--- config.mk ---
export PLATFORM = sky130hd
export DESIGN_NAME = rlmf_median
export DESIGN_NICKNAME = d
export VERILOG_FILES = /design/src/hw/rtl/rlmf_pkg.sv /design/src/hw/rtl/rlmf_median.sv
export SDC_FILE = /design/constraint.sdc
export NUM_CORES = 2
export LEC_CHECK = 0
export ABC_AREA = 1
export CAP_MARGIN = 20
export CORE_ASPECT_RATIO = 1.2
export CORE_UTILIZATION = 55
export CTS_CLUSTER_SIZE = 12
export DETAILED_ROUTE_END_ITERATION = 16
export DONT_BUFFER_PORTS = 1
export PLACE_DENSITY_LB_ADDON = 0.12
export SYNTH_ARGS = -nofsm -noshare
export SYNTH_HDL_FRONTEND = slang
export SYNTH_SLANG_ARGS = --single-unit
--- constraint.sdc ---
create_clock -name aclk -period 6.87 [get_ports aclk]
set_clock_uncertainty 0.15 [all_clocks]
set_input_delay 1.0305 -clock aclk [delete_from_list [all_inputs] [get_ports aclk]]
set_output_delay 1.0305 -clock aclk [all_outputs]
set_load 0.01 [all_outputs]
--- src/hw/rtl/rlmf_pkg.sv ---
// ----------------------------------------------------------------------------
// rlmf_pkg
// Shared types, widths and helpers of the 3x3 median-brightness filter.
// ----------------------------------------------------------------------------
package rlmf_pkg;

    localparam int PIX_W       = 24;
    localparam int WID_W       = 12;
    localparam int HGT_W       = 13;
    localparam int OUT_ROW_W   = 12;
    localparam int OUT_COL_W   = 11;
    localparam int BRI_W       = 8;
    localparam int WIN_N       = 9;
    localparam int RANK_W      = 4;
    localparam int MED_RANK    = 4;
    localparam int CFG_IDX_W   = 4;
    localparam int CFG_DATA_W  = 13;
    localparam int M_TDATA_W   = 48;
    localparam int MAX_WIDTH   = 2048;
    localparam int MAX_HEIGHT  = 4096;

    localparam logic [CFG_IDX_W-1:0] REG_IMAGE_WIDTH  = 4'd0;
    localparam logic [CFG_IDX_W-1:0] REG_IMAGE_HEIGHT = 4'd1;

    localparam logic [WID_W-1:0] WIDTH_RST  = 12'd640;
    localparam logic [HGT_W-1:0] HEIGHT_RST = 13'd480;

    // Output coordinates produced by one window
    typedef struct packed {
        logic [HGT_W-1:0] row0;
        logic [HGT_W-1:0] row1;
        logic [HGT_W-1:0] row2;
        logic [WID_W-1:0] col0;
        logic [WID_W-1:0] col1;
        logic [WID_W-1:0] col2;
        logic [1:0]       nr;
        logic [1:0]       nc;
        logic             frame_end;
    } rlmf_tgt_t;

    typedef logic [WIN_N-1:0][PIX_W-1:0] rlmf_win_t;

    // (b+g+r)/3; sum <= 765 so *683>>11 is exact
    function automatic logic [BRI_W-1:0] bright(input logic [PIX_W-1:0] pix);
        logic [9:0]  sum;
        logic [19:0] prod;
        sum  = 10'(pix[7:0]) + 10'(pix[15:8]) + 10'(pix[23:16]);
        prod = 20'(sum) * 20'd683;
        return prod[18:11];
    endfunction

endpackage

--- src/hw/rtl/rlmf_median.sv ---
// ----------------------------------------------------------------------------
// rlmf_median
// Brightness stage (registered) followed by rank selection of the window.
// ----------------------------------------------------------------------------
module rlmf_median (
    input  logic                           aclk,
    input  logic                           aresetn,
    input  logic                           adv,
    input  logic                           in_valid,
    input  rlmf_pkg::rlmf_win_t            win,
    input  rlmf_pkg::rlmf_tgt_t            in_tgt,
    output logic                           out_valid,
    output logic [rlmf_pkg::PIX_W-1:0]     out_pix,
    output rlmf_pkg::rlmf_tgt_t            out_tgt
);

    logic                                                   valid_reg;
    rlmf_pkg::rlmf_win_t                                    cells_reg;
    logic [rlmf_pkg::WIN_N-1:0][rlmf_pkg::BRI_W-1:0]        bri_reg;
    rlmf_pkg::rlmf_tgt_t                                    tgt_reg;
    logic [rlmf_pkg::WIN_N-1:0][rlmf_pkg::RANK_W-1:0]       ahead;

    always_ff @(posedge aclk) begin
        if (!aresetn) begin
            valid_reg <= 1'b0;
        end else if (adv) begin
            valid_reg <= in_valid;
        end
    end

    always_ff @(posedge aclk) begin
        if (adv) begin
            cells_reg <= win;
            tgt_reg   <= in_tgt;
            for (int i = 0; i < rlmf_pkg::WIN_N; i++) begin
                bri_reg[i] <= rlmf_pkg::bright(win[i]);
            end
        end
    end

    // stable descending rank: brighter, or equal and earlier in scan order
    always_comb begin
        for (int i = 0; i < rlmf_pkg::WIN_N; i++) begin
            ahead[i] = '0;
            for (int j = 0; j < rlmf_pkg::WIN_N; j++) begin
                if ((bri_reg[j] > bri_reg[i]) || ((bri_reg[j] == bri_reg[i]) && (j < i))) begin
                    ahead[i] = ahead[i] + 1'b1;
                end
            end
        end
    end

    always_comb begin
        out_pix = cells_reg[rlmf_pkg::MED_RANK];
        for (int i = 0; i < rlmf_pkg::WIN_N; i++) begin
            if (ahead[i] == rlmf_pkg::RANK_W'(rlmf_pkg::MED_RANK)) begin
                out_pix = cells_reg[i];
            end
        end
    end

    assign out_valid = valid_reg;
    assign out_tgt   = tgt_reg;

endmodule

==> impl_metrics.tcl <==
set metrics [dict create \
    status "complete, but fails checks" \
    violations "negative setup slack" \
    synth-compound-area-share_pct 5.641 \
    cts_buffers 47 \
    drv_cap 0 \
    instances_no_fill 6528 \
    wl_met1_mm 53.25 \
    tightest_slew_ns 1.067 \
    clkTransAtPathRegs_ns 0.06 \
    dieWidth_um 257.8 \
    syn2layout_area_growth_pct 28.78 \
    synthSimpleGateAreaFrac_pct 17.02 \
    largest_reg_flops 216 \
    clockBufferDepth 3 \
    viasPerCell 5.574 \
    synthAdderAreaFrac_pct 39.63 \
    cp_slowest_cell "edfxtp_1" \
    critPathMaxFanout 7 \
    synth_edf_count 368 \
    synthMuxAreaShare_pct 0 \
    row_count 112 \
    setup_violations 24 \
    worst_setup_path_start_kind "flop" \
    relSlewSlack_pct 28.88 \
    wl_met3_mm 11.34 \
    synthFlopType "edfxtp_1" \
    syn_avg_cell_area_um2 9.117 \
    portBuffers 0 \
    synth_xor_area_share_pct 3.636 \
    cts_max_level 2 \
    die_area_um2 79650 \
    cts_hold_buf 0 \
    period_needed_ns 7.927 \
    grt_use_total_pct 34.08 \
    io_pins 405 \
    max_freq_ghz 0.1262 \
    hp-class "in -> reg" \
    place_inst 6245 \
    synth_top_family_by_area "adder cells" \
    tritoncts "built" \
    hold_path_depth 0 \
    synthCells 4737 \
    start_util_pct 55.53 \
    timing.final.crit_share_pct 115.4 \
    crit_arrival_ns 6.75 \
    multi_input_area_um2 31760 \
    r2r_start "out_valid" \
    slew_violations 0 \
    cts.root.buffer_cell "clkbuf_16" \
    drc_errors 0 \
    synth_area_um2 43190 \
    r2r_slack_ns 6.01 \
    dieHeight_um 309.0 \
    setup_slack_ns -1.057 \
    wl_met2_mm 63.80 \
    dr.pass1.iters 6 \
    rsz0062_at_grt "yes" \
    yosysWarningCount 0 \
    syn_nets 6243 \
    r2r_end "out_valid" \
    drive_gt1_share_pct 29.35 \
    dr_total_vias 36390 \
    path_class "reg -> out" \
    routedWlPerCell_um 21.32 \
    cts_sinks 369 \
    ys_seq_area_share_pct 25.64 \
    final_util_pct 71.50 \
    antenna_found_initial 7 \
    grt_pass1_wl_mm 205.5 \
    dp_hpwl_mm 107.4 \
    place_congestion 1.034 \
    synth_area_leaders "ha_1, edfxtp_1, fa_1, nand2_1, inv_1" \
    regArea_um2 11070 \
    ys_ff_latch 369 \
    hold_viol_final 0 \
    drt_iter0_drc 2811 \
    crit_required_ns 5.69 \
    grt_max_degree 371 \
    cp_slowest_stage_delay_ns 0.42 \
    grt_pass1_vias 36470 \
    min_to "cells_reg[34]" \
    wl_mm 139.2 \
    reg2reg_depth 2 \
    end_kind "primary output" \
    synth_cell_types 60 \
    clk_latency_ns 0.62 \
    antenna_left 0 \
    routed.top_layer "met5" \
    min_from "win[34]" \
    netlist.area_leader.share_pct 27.12 \
    fillers 5797 \
    nets 6970 \
    grt.overflow.total 0 \
    yosys.area.top_type "ha_1" \
    coreArea_um2 77770 \
    synthArstFlopShare_pct 0 \
    cp_common_cell "nand2_2" \
]
[metal layers]
metal  up-vias  GRT usage (%)
li1      17300              -
met4         6          22.38
met3       479          7.694
met5         -              0
met2      1452          55.38
met1     17160          40.60
[metrics by stage]
step	area, um2	setup WS, ns	TNS (ns)	hold WS (ns)
CTS	53700	-0.7908	-18.29	0.3230
finish	55610	-1.057	-22.92	0.3421
detailed placement	48930	-0.6572	-24.04	0.4494
global route	55610	-1.198	-26.96	0.3307
global placement	48930	-0.5846	-20.23	0.4380
floorplan	43700	-0.2066	-0.4275	0.4053
[cell type report]
class                      count  area share, %
antenna                        3        0.01350
clock buffer                  55          2.207
clock inverter                29         0.5782
inverter                     882          6.000
multi-input combinational   3431          57.11
sequential                   369          19.91
tap                         1026          2.308
timing repair buffer         733          11.87
[synth_stat cells (all sizes together) (2+ instances only)]
cell / n
a211oi: 21
a21o: 15
a21oi: 232
a311oi: 2
a31oi: 12
and2: 4
and3: 3
buf: 50
clkbuf: 5
clkinv: 4
edfxtp: 368
fa: 270
ha: 936
inv: 878
nand2: 923
nand3: 360
nand3b: 7
nand4: 120
nor2: 178
nor3: 7
o2111ai: 3
o211ai: 7
o21a: 14
o21ai: 74
o21bai: 19
o221ai: 3
o31ai: 12
or2: 30
xnor2: 61
xor2: 114
[critical path, delay by kind of cell, from the launching register on]
| family | cells | cell delay, ns |
|---|---|---|
| adder cells (fa/ha/maj) | 5 | 1.18 |
| AO/OA/AOI/OAI | 1 | 0.17 |
| AND/OR/NAND/NOR | 25 | 2.76 |
| buffers and inverters | 13 | 1.61 |
| flip-flops | 1 | 0.42 |
[cells by family (layout without fill, tap and decap cells)]
| group | count (synthesis) | after routing |
|---|---|---|
| buffers and inverters | 937 | 1699 |
| XOR/XNOR | 175 | 175 |
| flip-flops | 369 | 369 |
| adder cells (fa/ha/maj) | 1206 | 1206 |
| other | 0 | 3 |
| AO/OA/AOI/OAI | 417 | 417 |
| AND/OR/NAND/NOR | 1633 | 1633 |
[worst max path at each step]
stage | cells after the start | start | slack (ns) | end
global placement | 44 | bri_reg[9] | -0.58 | out_pix[16]
finish | 44 | bri_reg[13] | -1.06 | out_pix[17]
global route | 42 | bri_reg[13] | -1.20 | out_pix[7]
floorplan | 29 | win[65] | -0.21 | bri_reg[23]
detailed placement | 44 | bri_reg[9] | -0.66 | out_pix[16]
CTS | 42 | bri_reg[9] | -0.79 | out_pix[10]
[cells in the final DEF (no fill, tap or decap), types with 119 or more instances in the layout]
master    instances
a21oi_1         172
buf_4           633
edfxtp_1        368
fa_1            261
ha_1            853
inv_1           768
nand2_1         636
nand2_2         240
nand3_1         242
nand4_1         119
nor2_1          135
[repair_timing]
item / 4_1_cts / 5_1_grt
pin swaps: 236 / 263
buffers inserted: 146 / 34
gates resized for setup: 377 / 363
gates cloned: 22 / 8
setup endpoints to repair: 25 / 49
Power is not shown: default switching activity piles up to over one toggle a cycle in this logic, so the estimate is an artifact.
