**src/hw/rtl/rlmf_pkg.sv**
```systemverilog
// ----------------------------------------------------------------------------
// rlmf_pkg
// Shared types, widths and helpers of the 3x3 median-brightness filter.
// ----------------------------------------------------------------------------
package rlmf_pkg;

    localparam int PIX_W       = 24;
    localparam int WID_W       = 12;
    localparam int HGT_W       = 13;
    localparam int OUT_ROW_W   = 12;
    localparam int OUT_COL_W   = 11;
    localparam int BRI_W       = 8;
    localparam int WIN_N       = 9;
    localparam int RANK_W      = 4;
    localparam int MED_RANK    = 4;
    localparam int CFG_IDX_W   = 4;
    localparam int CFG_DATA_W  = 13;
    localparam int M_TDATA_W   = 48;
    localparam int MAX_WIDTH   = 2048;
    localparam int MAX_HEIGHT  = 4096;

    localparam logic [CFG_IDX_W-1:0] REG_IMAGE_WIDTH  = 4'd0;
    localparam logic [CFG_IDX_W-1:0] REG_IMAGE_HEIGHT = 4'd1;

    localparam logic [WID_W-1:0] WIDTH_RST  = 12'd640;
    localparam logic [HGT_W-1:0] HEIGHT_RST = 13'd480;

    // Output coordinates produced by one window
    typedef struct packed {
        logic [HGT_W-1:0] row0;
        logic [HGT_W-1:0] row1;
        logic [HGT_W-1:0] row2;
        logic [WID_W-1:0] col0;
        logic [WID_W-1:0] col1;
        logic [WID_W-1:0] col2;
        logic [1:0]       nr;
        logic [1:0]       nc;
        logic             frame_end;
    } rlmf_tgt_t;

    typedef logic [WIN_N-1:0][PIX_W-1:0] rlmf_win_t;

    // (b+g+r)/3; sum <= 765 so *683>>11 is exact
    function automatic logic [BRI_W-1:0] bright(input logic [PIX_W-1:0] pix);
        logic [9:0]  sum;
        logic [19:0] prod;
        sum  = 10'(pix[7:0]) + 10'(pix[15:8]) + 10'(pix[23:16]);
        prod = 20'(sum) * 20'd683;
        return prod[18:11];
    endfunction

endpackage

```
**src/hw/rtl/rlmf_burst.sv**
```systemverilog
// ----------------------------------------------------------------------------
// rlmf_burst
// Output register; expands one median into its list of output coordinates.
// ----------------------------------------------------------------------------
module rlmf_burst (
    input  logic                                aclk,
    input  logic                                aresetn,
    input  logic                                in_valid,
    input  logic [rlmf_pkg::PIX_W-1:0]          in_pix,
    input  rlmf_pkg::rlmf_tgt_t                 in_tgt,
    output logic                                in_ready,
    output logic                                m_tvalid,
    input  logic                                m_tready,
    output logic [rlmf_pkg::M_TDATA_W-1:0]      m_tdata,
    output logic                                m_tlast,
    output logic                                m_tuser
);

    logic                          valid_reg, valid_next;
    logic [rlmf_pkg::PIX_W-1:0]    pix_reg;
    rlmf_pkg::rlmf_tgt_t           tgt_reg;
    logic [1:0]                    i_reg, i_next;
    logic [1:0]                    j_reg, j_next;
    logic                          row_end, col_end, last;
    logic                          load;
    logic [rlmf_pkg::HGT_W-1:0]    row_sel;
    logic [rlmf_pkg::WID_W-1:0]    col_sel;

    assign row_end  = (i_reg == tgt_reg.nr - 2'd1);
    assign col_end  = (j_reg == tgt_reg.nc - 2'd1);
    assign last     = row_end && col_end;
    assign in_ready = !valid_reg || (m_tready && last);
    assign load     = in_valid && in_ready;

    always_comb begin
        valid_next = valid_reg;
        i_next     = i_reg;
        j_next     = j_reg;
        if (valid_reg && m_tready) begin
            if (last) begin
                valid_next = 1'b0;
            end else if (col_end) begin
                i_next = i_reg + 2'd1;
                j_next = 2'd0;
            end else begin
                j_next = j_reg + 2'd1;
            end
        end
        if (load) begin
            valid_next = 1'b1;
            i_next     = 2'd0;
            j_next     = 2'd0;
        end
    end

    always_ff @(posedge aclk) begin
        if (!aresetn) begin
            valid_reg <= 1'b0;
            i_reg     <= 2'd0;
            j_reg     <= 2'd0;
        end else begin
            valid_reg <= valid_next;
            i_reg     <= i_next;
            j_reg     <= j_next;
        end
    end

    always_ff @(posedge aclk) begin
        if (load) begin
            pix_reg <= in_pix;
            tgt_reg <= in_tgt;
        end
    end

    always_comb begin
        case (i_reg)
            2'd0:    row_sel = tgt_reg.row0;
            2'd1:    row_sel = tgt_reg.row1;
            default: row_sel = tgt_reg.row2;
        endcase
        case (j_reg)
            2'd0:    col_sel = tgt_reg.col0;
            2'd1:    col_sel = tgt_reg.col1;
            default: col_sel = tgt_reg.col2;
        endcase
    end

    assign m_tvalid = valid_reg;
    assign m_tdata  = {1'b0, col_sel[rlmf_pkg::OUT_COL_W-1:0],
                       row_sel[rlmf_pkg::OUT_ROW_W-1:0], pix_reg};
    assign m_tlast  = last;
    assign m_tuser  = tgt_reg.frame_end && last;

endmodule

```
**config.mk**
```make
export PLATFORM = sky130hd
export DESIGN_NAME = rlmf_burst
export DESIGN_NICKNAME = d
export VERILOG_FILES = /design/src/hw/rtl/rlmf_pkg.sv /design/src/hw/rtl/rlmf_burst.sv
export SDC_FILE = /design/constraint.sdc
export NUM_CORES = 1
export LEC_CHECK = 0
export ABC_AREA = 1
export BUFFER_PORTS_ARGS = -buffer_cell sky130_fd_sc_hd__buf_2
export CORE_MARGIN = 5
export CORE_UTILIZATION = 27
export DETAILED_ROUTE_END_ITERATION = 8
export PLACE_DENSITY = 0.58
export SLEW_MARGIN = 10
export SYNTH_ARGS = -nofsm -noshare
export SYNTH_HDL_FRONTEND = slang
export SYNTH_SLANG_ARGS = --single-unit
```
**constraint.sdc**
```tcl
create_clock -name aclk -period 3.8 [get_ports aclk]
set_input_delay 0.19 -clock aclk [delete_from_list [all_inputs] [get_ports aclk]]
set_output_delay 0.19 -clock aclk [all_outputs]
set_load 0.02 [all_outputs]
```
==> results.sh, run 1 <==
export IMPL_grt_use_total_pct=10.41
export IMPL_cts_inserted_buffers=9
export IMPL_power_leakage_uw=0.002098
export IMPL_largest_register_ffs=74
export IMPL_ir_drop_uv=280.1
export IMPL_setup_viol_count_final=0
export IMPL_gp_congestion=0.7297
export IMPL_clock_tree_buffer_depth=2
export IMPL_ant_nets=0
export IMPL_clock_latency_ns=0.34
export IMPL_startpoint_type="flip-flop"
export IMPL_cts_hold_buffers_added=0
export IMPL_viasPerCell=4.162
export IMPL_crit_path_end_kind="output pin"
export IMPL_chipWidth_um=128.0
export IMPL_first_pass_iters=4
export IMPL_grt_max_degree=99
export IMPL_timing_critical_path_slowest_stage_cell="sky130_fd_sc_hd__nor2_1"
export IMPL_synthCells=243
export IMPL_post_cts_resized_instances=0
export IMPL_start_util_pct=27.31
export IMPL_clk_pin_slew_worst_paths_ns=0.07
export IMPL_outcome="finished, final reports clean"
export IMPL_die_height_um=128.0
export IMPL_wl_per_cell_um=14.71
export IMPL_portBuffers=152
export IMPL_tritoncts="built"
export IMPL_most_frequent_standard_cell_in_the_layout_excluding_fill_and_tap_cells="sky130_fd_sc_hd__buf_2"
export IMPL_crit_fanout=12
export IMPL_critPathKind="flip-flop to output pin"
export IMPL_min_path_type="input pin to flip-flop"
export IMPL_first_global_vias=2546
export IMPL_first_pass_grt_wire_length_um=13010
export IMPL_critical_path_cell_chain="inv_1, ha_1, nor2_1, a22oi_1, nand2_1, buf_2"
export IMPL_yosysSeqAreaShare_pct=80.90
export IMPL_grt_remaining_overflow=0
export IMPL_warning_count_from_the_yosys_run=0
export IMPL_vias=2447
export IMPL_count_of_final_hold_check_violations=0
export IMPL_syn_num_nets=355
export IMPL_core_footprint_sq_mm=0.01377
export IMPL_power_density_cell_area_mw_per_mm2=498.6
export IMPL_max_cap_viols=0
export IMPL_final_cell_mix="152 x sky130_fd_sc_hd__buf_2, 98 x sky130_fd_sc_hd__edfxtp_1, 64 x sky130_fd_sc_hd__nand2_1, 23 x sky130_fd_sc_hd__a22oi_1, 11 x sky130_fd_sc_hd__inv_1"
export IMPL_finalClockSkew_ns=0.009806
export IMPL_cts_root_buf="sky130_fd_sc_hd__clkbuf_16"
export IMPL_holdWs_ns=0.02339
export IMPL_finalCritPeriodShare_pct=70.44
export IMPL_yosys_register_bits=103
export IMPL_rsz_0062_raised_after_global_routing="no"
export IMPL_timing_max_transition_violations_final=0
export IMPL_cts_repair_timing_setup_buffer_count=0
export IMPL_numClockSinks=103
export IMPL_num_nets_final=515
export IMPL_worst_endpoint_required_ns=3.61
export IMPL_antenna_violations_before_repair=1
export IMPL_die_area_sq_mm=0.01639
export IMPL_worst_path_largest_cell_delay_ns=0.81
export IMPL_flow_area_growth_from_synthesis_pct=35.03
export IMPL_clock_tree_htree_level_count=3
export IMPL_initialDrtViolationCount=136
export IMPL_wirelength_um=8647
export IMPL_fmax_mhz=373.6
export IMPL_setup_tns_ns=0
export IMPL_final_layout_size_suffix_gt1_share_pct=44.85
export IMPL_netlist_cell_type_count=21
export IMPL_max_slew_margin_rel_pct=36.05
export IMPL_worst_ep_arrival_time_ns=2.49
export IMPL_worst_slew_pin_transition_ns=0.9557
export IMPL_final_min_clock_period_ns=2.677
export IMPL_post_dp_hpwl_um=6151
export IMPL_avgSynthCellArea_sq_um=15.48
export IMPL_drc_errors=0
export IMPL_ios=160
export IMPL_antennaDiodeCount=0
export IMPL_post_synth_instance_area_sq_mm=0.003761
export IMPL_placement_rows=43
-- worst max-delay path: cells and delay by family (launching register included) --
family | cells | cell delay [ns]
AO/OA/AOI/OAI | 1 | 0.15
adder cells (fa/ha/maj) | 1 | 0.40
buffers and inverters | 2 | 0.25
flip-flops | 1 | 0.41
AND/OR/NAND/NOR | 2 | 0.94
-- area by class of cell --
class	count	area, sq um
clock buffers	10	229.0
clock inverters	6	82.58
fillers	1375	8695
inverters	14	55.05
multi-input cells	119	635.6
flip-flops and latches	103	3043
well taps	180	225.2
repair buffers	156	808.3
-- per-stage QoR --
| step | std cells | util, % | instance area (sq um) | total power, uW | setup slack [ns] |
|---|---|---|---|---|---|
| after floorplan | 243 | - | 3761 | 1482 | 0.3332 |
| after detailed placement | 570 | 34.47 | 4747 | 1594 | 1.422 |
| after global placement | 570 | 34.47 | 4747 | 1587 | 1.501 |
| final | 588 | 36.87 | 5079 | 2532 | 1.123 |
| after CTS | 586 | 36.73 | 5059 | 2573 | 1.060 |
| after global routing | 588 | 36.87 | 5079 | 2641 | 0.8889 |
-- per-layer routing --
metal | vias to the layer above | part of all wire (%) | track usage (%)
li1 | 1191 | - | -
met4 | 2 | 1.2 | 3.558
met1 | 1157 | 40 | 12.26
met3 | 12 | 8.3 | 4.792
met2 | 85 | 50 | 16.85
met5 | - | 0.15 | 0
-- cell usage after synthesis --
library cell / count / area [sq um]
sky130_fd_sc_hd__inv_1: 12 / 45.04
sky130_fd_sc_hd__a22oi_1: 23 / 172.7
sky130_fd_sc_hd__conb_1: 1 / 3.750
sky130_fd_sc_hd__inv_2: 2 / 7.510
sky130_fd_sc_hd__nor2_2: 1 / 6.260
sky130_fd_sc_hd__nor3b_1: 1 / 7.510
sky130_fd_sc_hd__buf_1: 1 / 3.750
sky130_fd_sc_hd__clkbuf_1: 5 / 18.77
sky130_fd_sc_hd__nand3_1: 5 / 25.02
sky130_fd_sc_hd__nand4_1: 1 / 6.260
sky130_fd_sc_hd__o21ai_1: 1 / 5.000
sky130_fd_sc_hd__nand2_4: 3 / 33.78
sky130_fd_sc_hd__dfxtp_1: 5 / 100.1
sky130_fd_sc_hd__edfxtp_1: 98 / 2943
sky130_fd_sc_hd__nand2_2: 7 / 43.79
sky130_fd_sc_hd__nor2_4: 1 / 11.26
sky130_fd_sc_hd__nor2_1: 6 / 22.52
sky130_fd_sc_hd__nand2_1: 64 / 240.2
sky130_fd_sc_hd__ha_1: 4 / 50.05
sky130_fd_sc_hd__a21boi_0: 1 / 7.510
sky130_fd_sc_hd__buf_4: 1 / 7.510
-- cells by family (layout without fill, tap and decap cells) --
group                      count (synthesis)  after routing  synth area share [%]
DFF                                      103            103                 80.90
and+or+nand+nor                           89             89                 10.55
AOI/OAI and AO/OA                         25             25                 4.924
buffers and inverters                     21            186                 2.196
adders and majority gates                  4              4                 1.331
other                                      1              1               0.09970
-- power by group --
group	switching, uW	internal, uW	leakage [uW]
Sequential	17.2	1320	0.000976
Clock	392	576	0.000154
Combinational	140	86.6	0.000967
Total	549	1980	0.00210
-- final timing paths --
kind	start	end	slack [ns]	depth (start not counted)
max	j_reg[0]	m_tdata[43]	1.12	6
min	in_tgt[0]	tgt_reg[0]	0.02	1
max reg2reg	tgt_reg[2]	tgt_reg[75]	1.83	10
min reg2reg	m_tvalid	m_tvalid	0.56	2
(Power assumes the default switching activity.)
==> run 2, diff against run 1 <==
- PLACE_DENSITY: 0.58 -> 0.6
- clock period: 3.8 -> 2.3 ns (I/O delays scaled with it)
==> results.sh, run 2 (synthesis gave the netlist of run 1 again) <==
export IMPL_power_switching_uw=899.2
export IMPL_ir_drop_uv=455.8
export IMPL_die_height_um=128.0
export IMPL_comb_power_share_pct=12.5
export IMPL_num_nets_final=614
export IMPL_holdWs_ns=0.06068
export IMPL_startpoint_type="flip-flop"
export IMPL_power_density_cell_area_mw_per_mm2=674.0
export IMPL_timing_max_transition_violations_final=0
export IMPL_largest_register_ffs=74
export IMPL_final_cell_mix="152 x sky130_fd_sc_hd__buf_2, 98 x sky130_fd_sc_hd__dlygate4sd3_1, 98 x sky130_fd_sc_hd__edfxtp_1, 64 x sky130_fd_sc_hd__nand2_1, 23 x sky130_fd_sc_hd__a22oi_1"
export IMPL_hp_start="in_valid"
export IMPL_worst_slew_pin_transition_ns=0.6400
export IMPL_antennaDiodeCount=0
export IMPL_min_path_type="input pin to flip-flop"
export IMPL_drc_errors=0
export IMPL_setup_viol_count_final=0
export IMPL_gp_congestion=0.7136
export IMPL_stdcell_area_sq_mm=0.006001
export IMPL_crit_fanout=12
export IMPL_cts_repair_timing_setup_buffer_count=0
export IMPL_worst_ep_arrival_time_ns=1.99
export IMPL_ios=160
export IMPL_internal_power_uw=3145
export IMPL_p_sw_share_pct=22.23
export IMPL_hold_depth=3
export IMPL_outcome="finished, final reports clean"
export IMPL_final_layout_size_suffix_gt1_share_pct=36.36
export IMPL_portBuffers=152
export IMPL_finalClockSkew_ns=0.006622
export IMPL_power_leakage_uw=0.002478
export IMPL_fill_cell_instance_count_of_the_final_layout=1256
export IMPL_ant_nets=0
export IMPL_core_footprint_sq_mm=0.01377
export IMPL_power_share_sequential_pct=54.7
export IMPL_wl_per_cell_um=14.36
export IMPL_regToRegEndpoint="tgt_reg[20]"
export IMPL_count_of_final_hold_check_violations=0
export IMPL_hold_end="m_tvalid"
export IMPL_antenna_violations_before_repair=0
export IMPL_layout_core_utilization_pct=43.57
export IMPL_crit_path_end_kind="output pin"
export IMPL_critPathKind="flip-flop to output pin"
export IMPL_tritoncts="built"
export IMPL_numClockSinks=103
export IMPL_viasPerCell=4.115
export IMPL_vias=2823
export IMPL_first_pass_grt_wire_length_um=15080
export IMPL_max_cap_viols=0
export IMPL_initialDrtViolationCount=152
export IMPL_cts_root_buf="sky130_fd_sc_hd__clkbuf_16"
export IMPL_placement_rows=43
export IMPL_wirelength_um=9851
export IMPL_finalCritPeriodShare_pct=91.57
export IMPL_die_area_sq_mm=0.01639
export IMPL_start_util_pct=27.31
export IMPL_final_setup_worst_slack_ns=0.1940
export IMPL_worst_endpoint_required_ns=2.18
export IMPL_clock_tree_buffer_depth=2
export IMPL_first_pass_iters=6
export IMPL_grt_use_total_pct=11.95
export IMPL_fmax_mhz=474.8
export IMPL_first_global_vias=3038
export IMPL_grt_max_degree=52
export IMPL_clock_latency_ns=0.33
export IMPL_chipWidth_um=128.0
export IMPL_ff_to_ff_path_depth=10
export IMPL_flow_area_growth_from_synthesis_pct=59.55
export IMPL_cts_inserted_buffers=9
export IMPL_clock_power_share_pct=32.7
export IMPL_pre_cts_ws_ns=0.2801
export IMPL_grt_remaining_overflow=0
export IMPL_final_min_clock_period_ns=2.106
export IMPL_post_dp_cell_area_sq_mm=0.004763
export IMPL_clk_pin_slew_worst_paths_ns=0.06
export IMPL_rsz_0062_raised_after_global_routing="no"
export IMPL_setup_tns_ns=0
export IMPL_max_slew_margin_rel_pct=57.33
export IMPL_clock_tree_htree_level_count=3
export IMPL_critical_path_reg2reg_startpoint="tgt_reg[4]"
export IMPL_reg2reg_slack_ns=0.27
export IMPL_most_frequent_standard_cell_in_the_layout_excluding_fill_and_tap_cells="sky130_fd_sc_hd__buf_2"
export IMPL_post_dp_hpwl_um=6141
-- run 2: changes by cell type in the layout (fill, tap and decap cells not counted), sizes merged --
| cell | change |
|---|---|
| inv | -2 |
| dlygate4sd3 | +96 |
| buf | +3 |
| clkbuf | -1 |
| clkinvlp | +1 |
| bufinv | -2 |
| clkinv | +3 |
-- run 2: metrics by stage --
step	cells	total power, uW
5_1_grt	686	4221
6_report	686	4044
2_1_floorplan	243	2447
3_5_place_dp	573	2632
3_3_place_gp	573	2619
4_1_cts	686	4100
-- run 2: metal layers --
| layer | track usage (%) | up-vias | wire length, um |
|---|---|---|---|
| li1 | - | 1389 | - |
| met1 | 12.83 | 1342 | 3632 |
| met2 | 21.78 | 83 | 5475 |
| met3 | 4.417 | 9 | 642 |
| met4 | 3.683 | 0 | 101 |
| met5 | 0 | - | 0 |
-- run 2: timing repair --
action / CTS / global route
endpoints found under the hold margin: 98 / 0
setup endpoints to repair: 0 / 12
resized for setup: 0 / 1
hold buffers: 98 / 0
-- run 2: how the worst max path moves through the flow --
stage	depth (start not counted)	end	slack, ns	from
floorplan	10	pix_reg[0]	-0.53	tgt_reg[2]
CTS	7	m_tdata[27]	0.02	i_reg[0]
detailed placement	10	pix_reg[9]	0.28	tgt_reg[4]
global route	6	m_tdata[42]	0.03	j_reg[0]
finish	6	m_tdata[42]	0.19	j_reg[0]
global placement	10	pix_reg[0]	0.31	tgt_reg[4]
-- run 2: critical path, stage by stage, from the launching register on --
cell and delay, ns:
sky130_fd_sc_hd__dfxtp_1 0.41, sky130_fd_sc_hd__ha_1 0.53, sky130_fd_sc_hd__nor2_1 0.10, sky130_fd_sc_hd__buf_4 0.20, sky130_fd_sc_hd__a22oi_1 0.15, sky130_fd_sc_hd__nand2_1 0.09, sky130_fd_sc_hd__buf_2 0.17
-- run 2: cell type report --
cell class / count / area [sq um] / share of cell area [%]
multi-input cells: 119 / 643.1 / 10.72
repair buffers: 255 / 1779 / 29.65
clock buffers: 9 / 225.2 / 3.753
inverters: 14 / 56.30 / 0.9383
flip-flops and latches: 103 / 3043 / 50.71
clock inverters: 6 / 28.78 / 0.4796
well taps: 180 / 225.2 / 3.753
-- run 2: power groups by stage --
stage / registers [uW] / logic [uW] / clock network, uW
after floorplan: 2290 / 161 / 0
after global placement: 2250 / 371 / 0
after detailed placement: 2250 / 379 / 0
after CTS: 2210 / 510 / 1380
after global routing: 2220 / 550 / 1450
final: 2210 / 507 / 1320
==> run 3, diff against run 2 <==
- CORE_ASPECT_RATIO: unset -> 0.5
- REMOVE_ABC_BUFFERS: unset -> 1
==> results.sh, run 3 (synthesis gave the netlist of run 1 again) <==
export IMPL_grt_remaining_overflow=0
export IMPL_worst_endpoint_required_ns=2.18
export IMPL_post_dp_cell_area_sq_mm=0.004783
export IMPL_finalCritPeriodShare_pct=89.40
export IMPL_regToRegEndpoint="pix_reg[2]"
export IMPL_initialDrtViolationCount=119
export IMPL_final_layout_size_suffix_gt1_share_pct=37.67
export IMPL_most_frequent_standard_cell_in_the_layout_excluding_fill_and_tap_cells="sky130_fd_sc_hd__buf_2"
export IMPL_viasPerCell=4.020
export IMPL_fmax_mhz=486.3
export IMPL_ff_to_ff_path_depth=11
export IMPL_critPathKind="flip-flop to output pin"
export IMPL_numClockSinks=103
export IMPL_clock_tree_htree_level_count=3
export IMPL_setup_viol_count_final=0
export IMPL_timing_max_transition_violations_final=0
export IMPL_fin_total_pwr_uw=4210
export IMPL_cts_inserted_buffers=9
export IMPL_hold_depth=3
export IMPL_count_of_final_hold_check_violations=0
export IMPL_portBuffers=152
export IMPL_wl_per_cell_um=13.86
export IMPL_critical_path_reg2reg_startpoint="i_reg[1]"
export IMPL_clock_tree_buffer_depth=2
export IMPL_grt_max_degree=64
export IMPL_vias=2810
export IMPL_ir_drop_uv=344.4
export IMPL_largest_register_ffs=74
export IMPL_outcome="finished, final reports clean"
export IMPL_ant_nets=0
export IMPL_clk_pin_slew_worst_paths_ns=0.08
export IMPL_hold_end="j_reg[1]"
export IMPL_num_nets_final=614
export IMPL_gp_congestion=0.7266
export IMPL_chipWidth_um=176.9
export IMPL_startpoint_type="flip-flop"
export IMPL_cts_root_buf="sky130_fd_sc_hd__clkbuf_16"
export IMPL_first_pass_grt_wire_length_um=15210
export IMPL_worst_ep_arrival_time_ns=1.94
export IMPL_first_global_vias=3108
export IMPL_die_height_um=93.46
export IMPL_grt_use_total_pct=11.94
export IMPL_die_area_sq_mm=0.01653
export IMPL_drc_errors=0
export IMPL_max_cap_viols=0
export IMPL_hp_start="aresetn"
export IMPL_clock_latency_ns=0.35
export IMPL_final_cell_mix="152 x sky130_fd_sc_hd__buf_2, 98 x sky130_fd_sc_hd__dlygate4sd3_1, 98 x sky130_fd_sc_hd__edfxtp_1, 64 x sky130_fd_sc_hd__nand2_1, 23 x sky130_fd_sc_hd__a22oi_1"
export IMPL_crit_fanout=13
export IMPL_power_leakage_uw=0.002499
export IMPL_finalClockSkew_ns=0.01220
export IMPL_first_pass_iters=4
export IMPL_placement_rows=30
export IMPL_min_path_type="input pin to flip-flop"
export IMPL_reg2reg_slack_ns=0.41
export IMPL_flow_area_growth_from_synthesis_pct=61.44
export IMPL_tritoncts="built"
export IMPL_stdcell_area_sq_mm=0.006072
export IMPL_wirelength_um=9688
export IMPL_antenna_violations_before_repair=0
export IMPL_antennaDiodeCount=0
export IMPL_final_min_clock_period_ns=2.056
export IMPL_core_footprint_sq_mm=0.01359
export IMPL_start_util_pct=27.68
export IMPL_power_density_cell_area_mw_per_mm2=693.4
export IMPL_rsz_0062_raised_after_global_routing="no"
export IMPL_ios=160
export IMPL_post_dp_hpwl_um=6475
export IMPL_crit_path_end_kind="output pin"
==> run 3: power breakdown <==
part | internal (uW) | switching (uW) | total [uW]
registers | 2180 | 29.3 | 2210
clock network | 766 | 722 | 1490
logic | 252 | 259 | 512
==> run 3: worst max-delay path by stage <==
stage,start,end,slack (ns)
floorplan,tgt_reg[2],pix_reg[0],-1.17
global placement,i_reg[0],m_tdata[25],0.43
detailed placement,i_reg[0],m_tdata[25],0.41
CTS,i_reg[0],m_tdata[25],0.03
global route,i_reg[0],m_tdata[34],0.12
finish,i_reg[0],m_tdata[25],0.24
==> run 3: worst max-delay path, cell delays in order (launching register included) <==
cell and delay (ns):
sky130_fd_sc_hd__dfxtp_1 0.35, sky130_fd_sc_hd__inv_1 0.11, sky130_fd_sc_hd__ha_2 0.40, sky130_fd_sc_hd__nor2_1 0.10
sky130_fd_sc_hd__buf_4 0.20, sky130_fd_sc_hd__a22oi_1 0.16, sky130_fd_sc_hd__nand2_1 0.09, sky130_fd_sc_hd__buf_2 0.17
==> run 3: what timing repair did <==
action                                  4_1_cts  5_1_grt
resized for setup                             0        3
hold buffers                                 98        0
endpoints found under the hold margin        98        0
setup buffers                                 0        0
endpoints found under the setup margin        0       23
==> run 3: area by class of cell <==
cell class,count,area [sq um]
tap,192,240.2
timing repair buffer,255,1792
clock buffer,9,225.2
inverter,14,53.80
sequential,103,3043
clock inverter,7,75.07
fill,1249,7516
multi-input combinational,119,643.1
==> run 3: metal layers <==
metal / track usage (%) / share of wire, % / vias to the layer above
met4: 4.376 / 2.3 / 0
li1: - / - / 1390
met2: 23.83 / 60 / 48
met3: 3.029 / 2.6 / 21
met5: 0 / 0 / -
met1: 11.99 / 35 / 1351
==> run 3: stage by stage <==
step                cells  setup slack [ns]  setup TNS (ns)  utilization [%]  hold slack, ns
global placement      585            0.4269               0            35.20          0.2917
finish                699            0.2437               0            44.69         0.03877
floorplan             236            -1.167         -114.34                -          0.2139
CTS                   699           0.03144               0            44.63         0.02889
global route          699            0.1179               0            44.69         0.02718
detailed placement    585            0.4105               0            35.20          0.2931
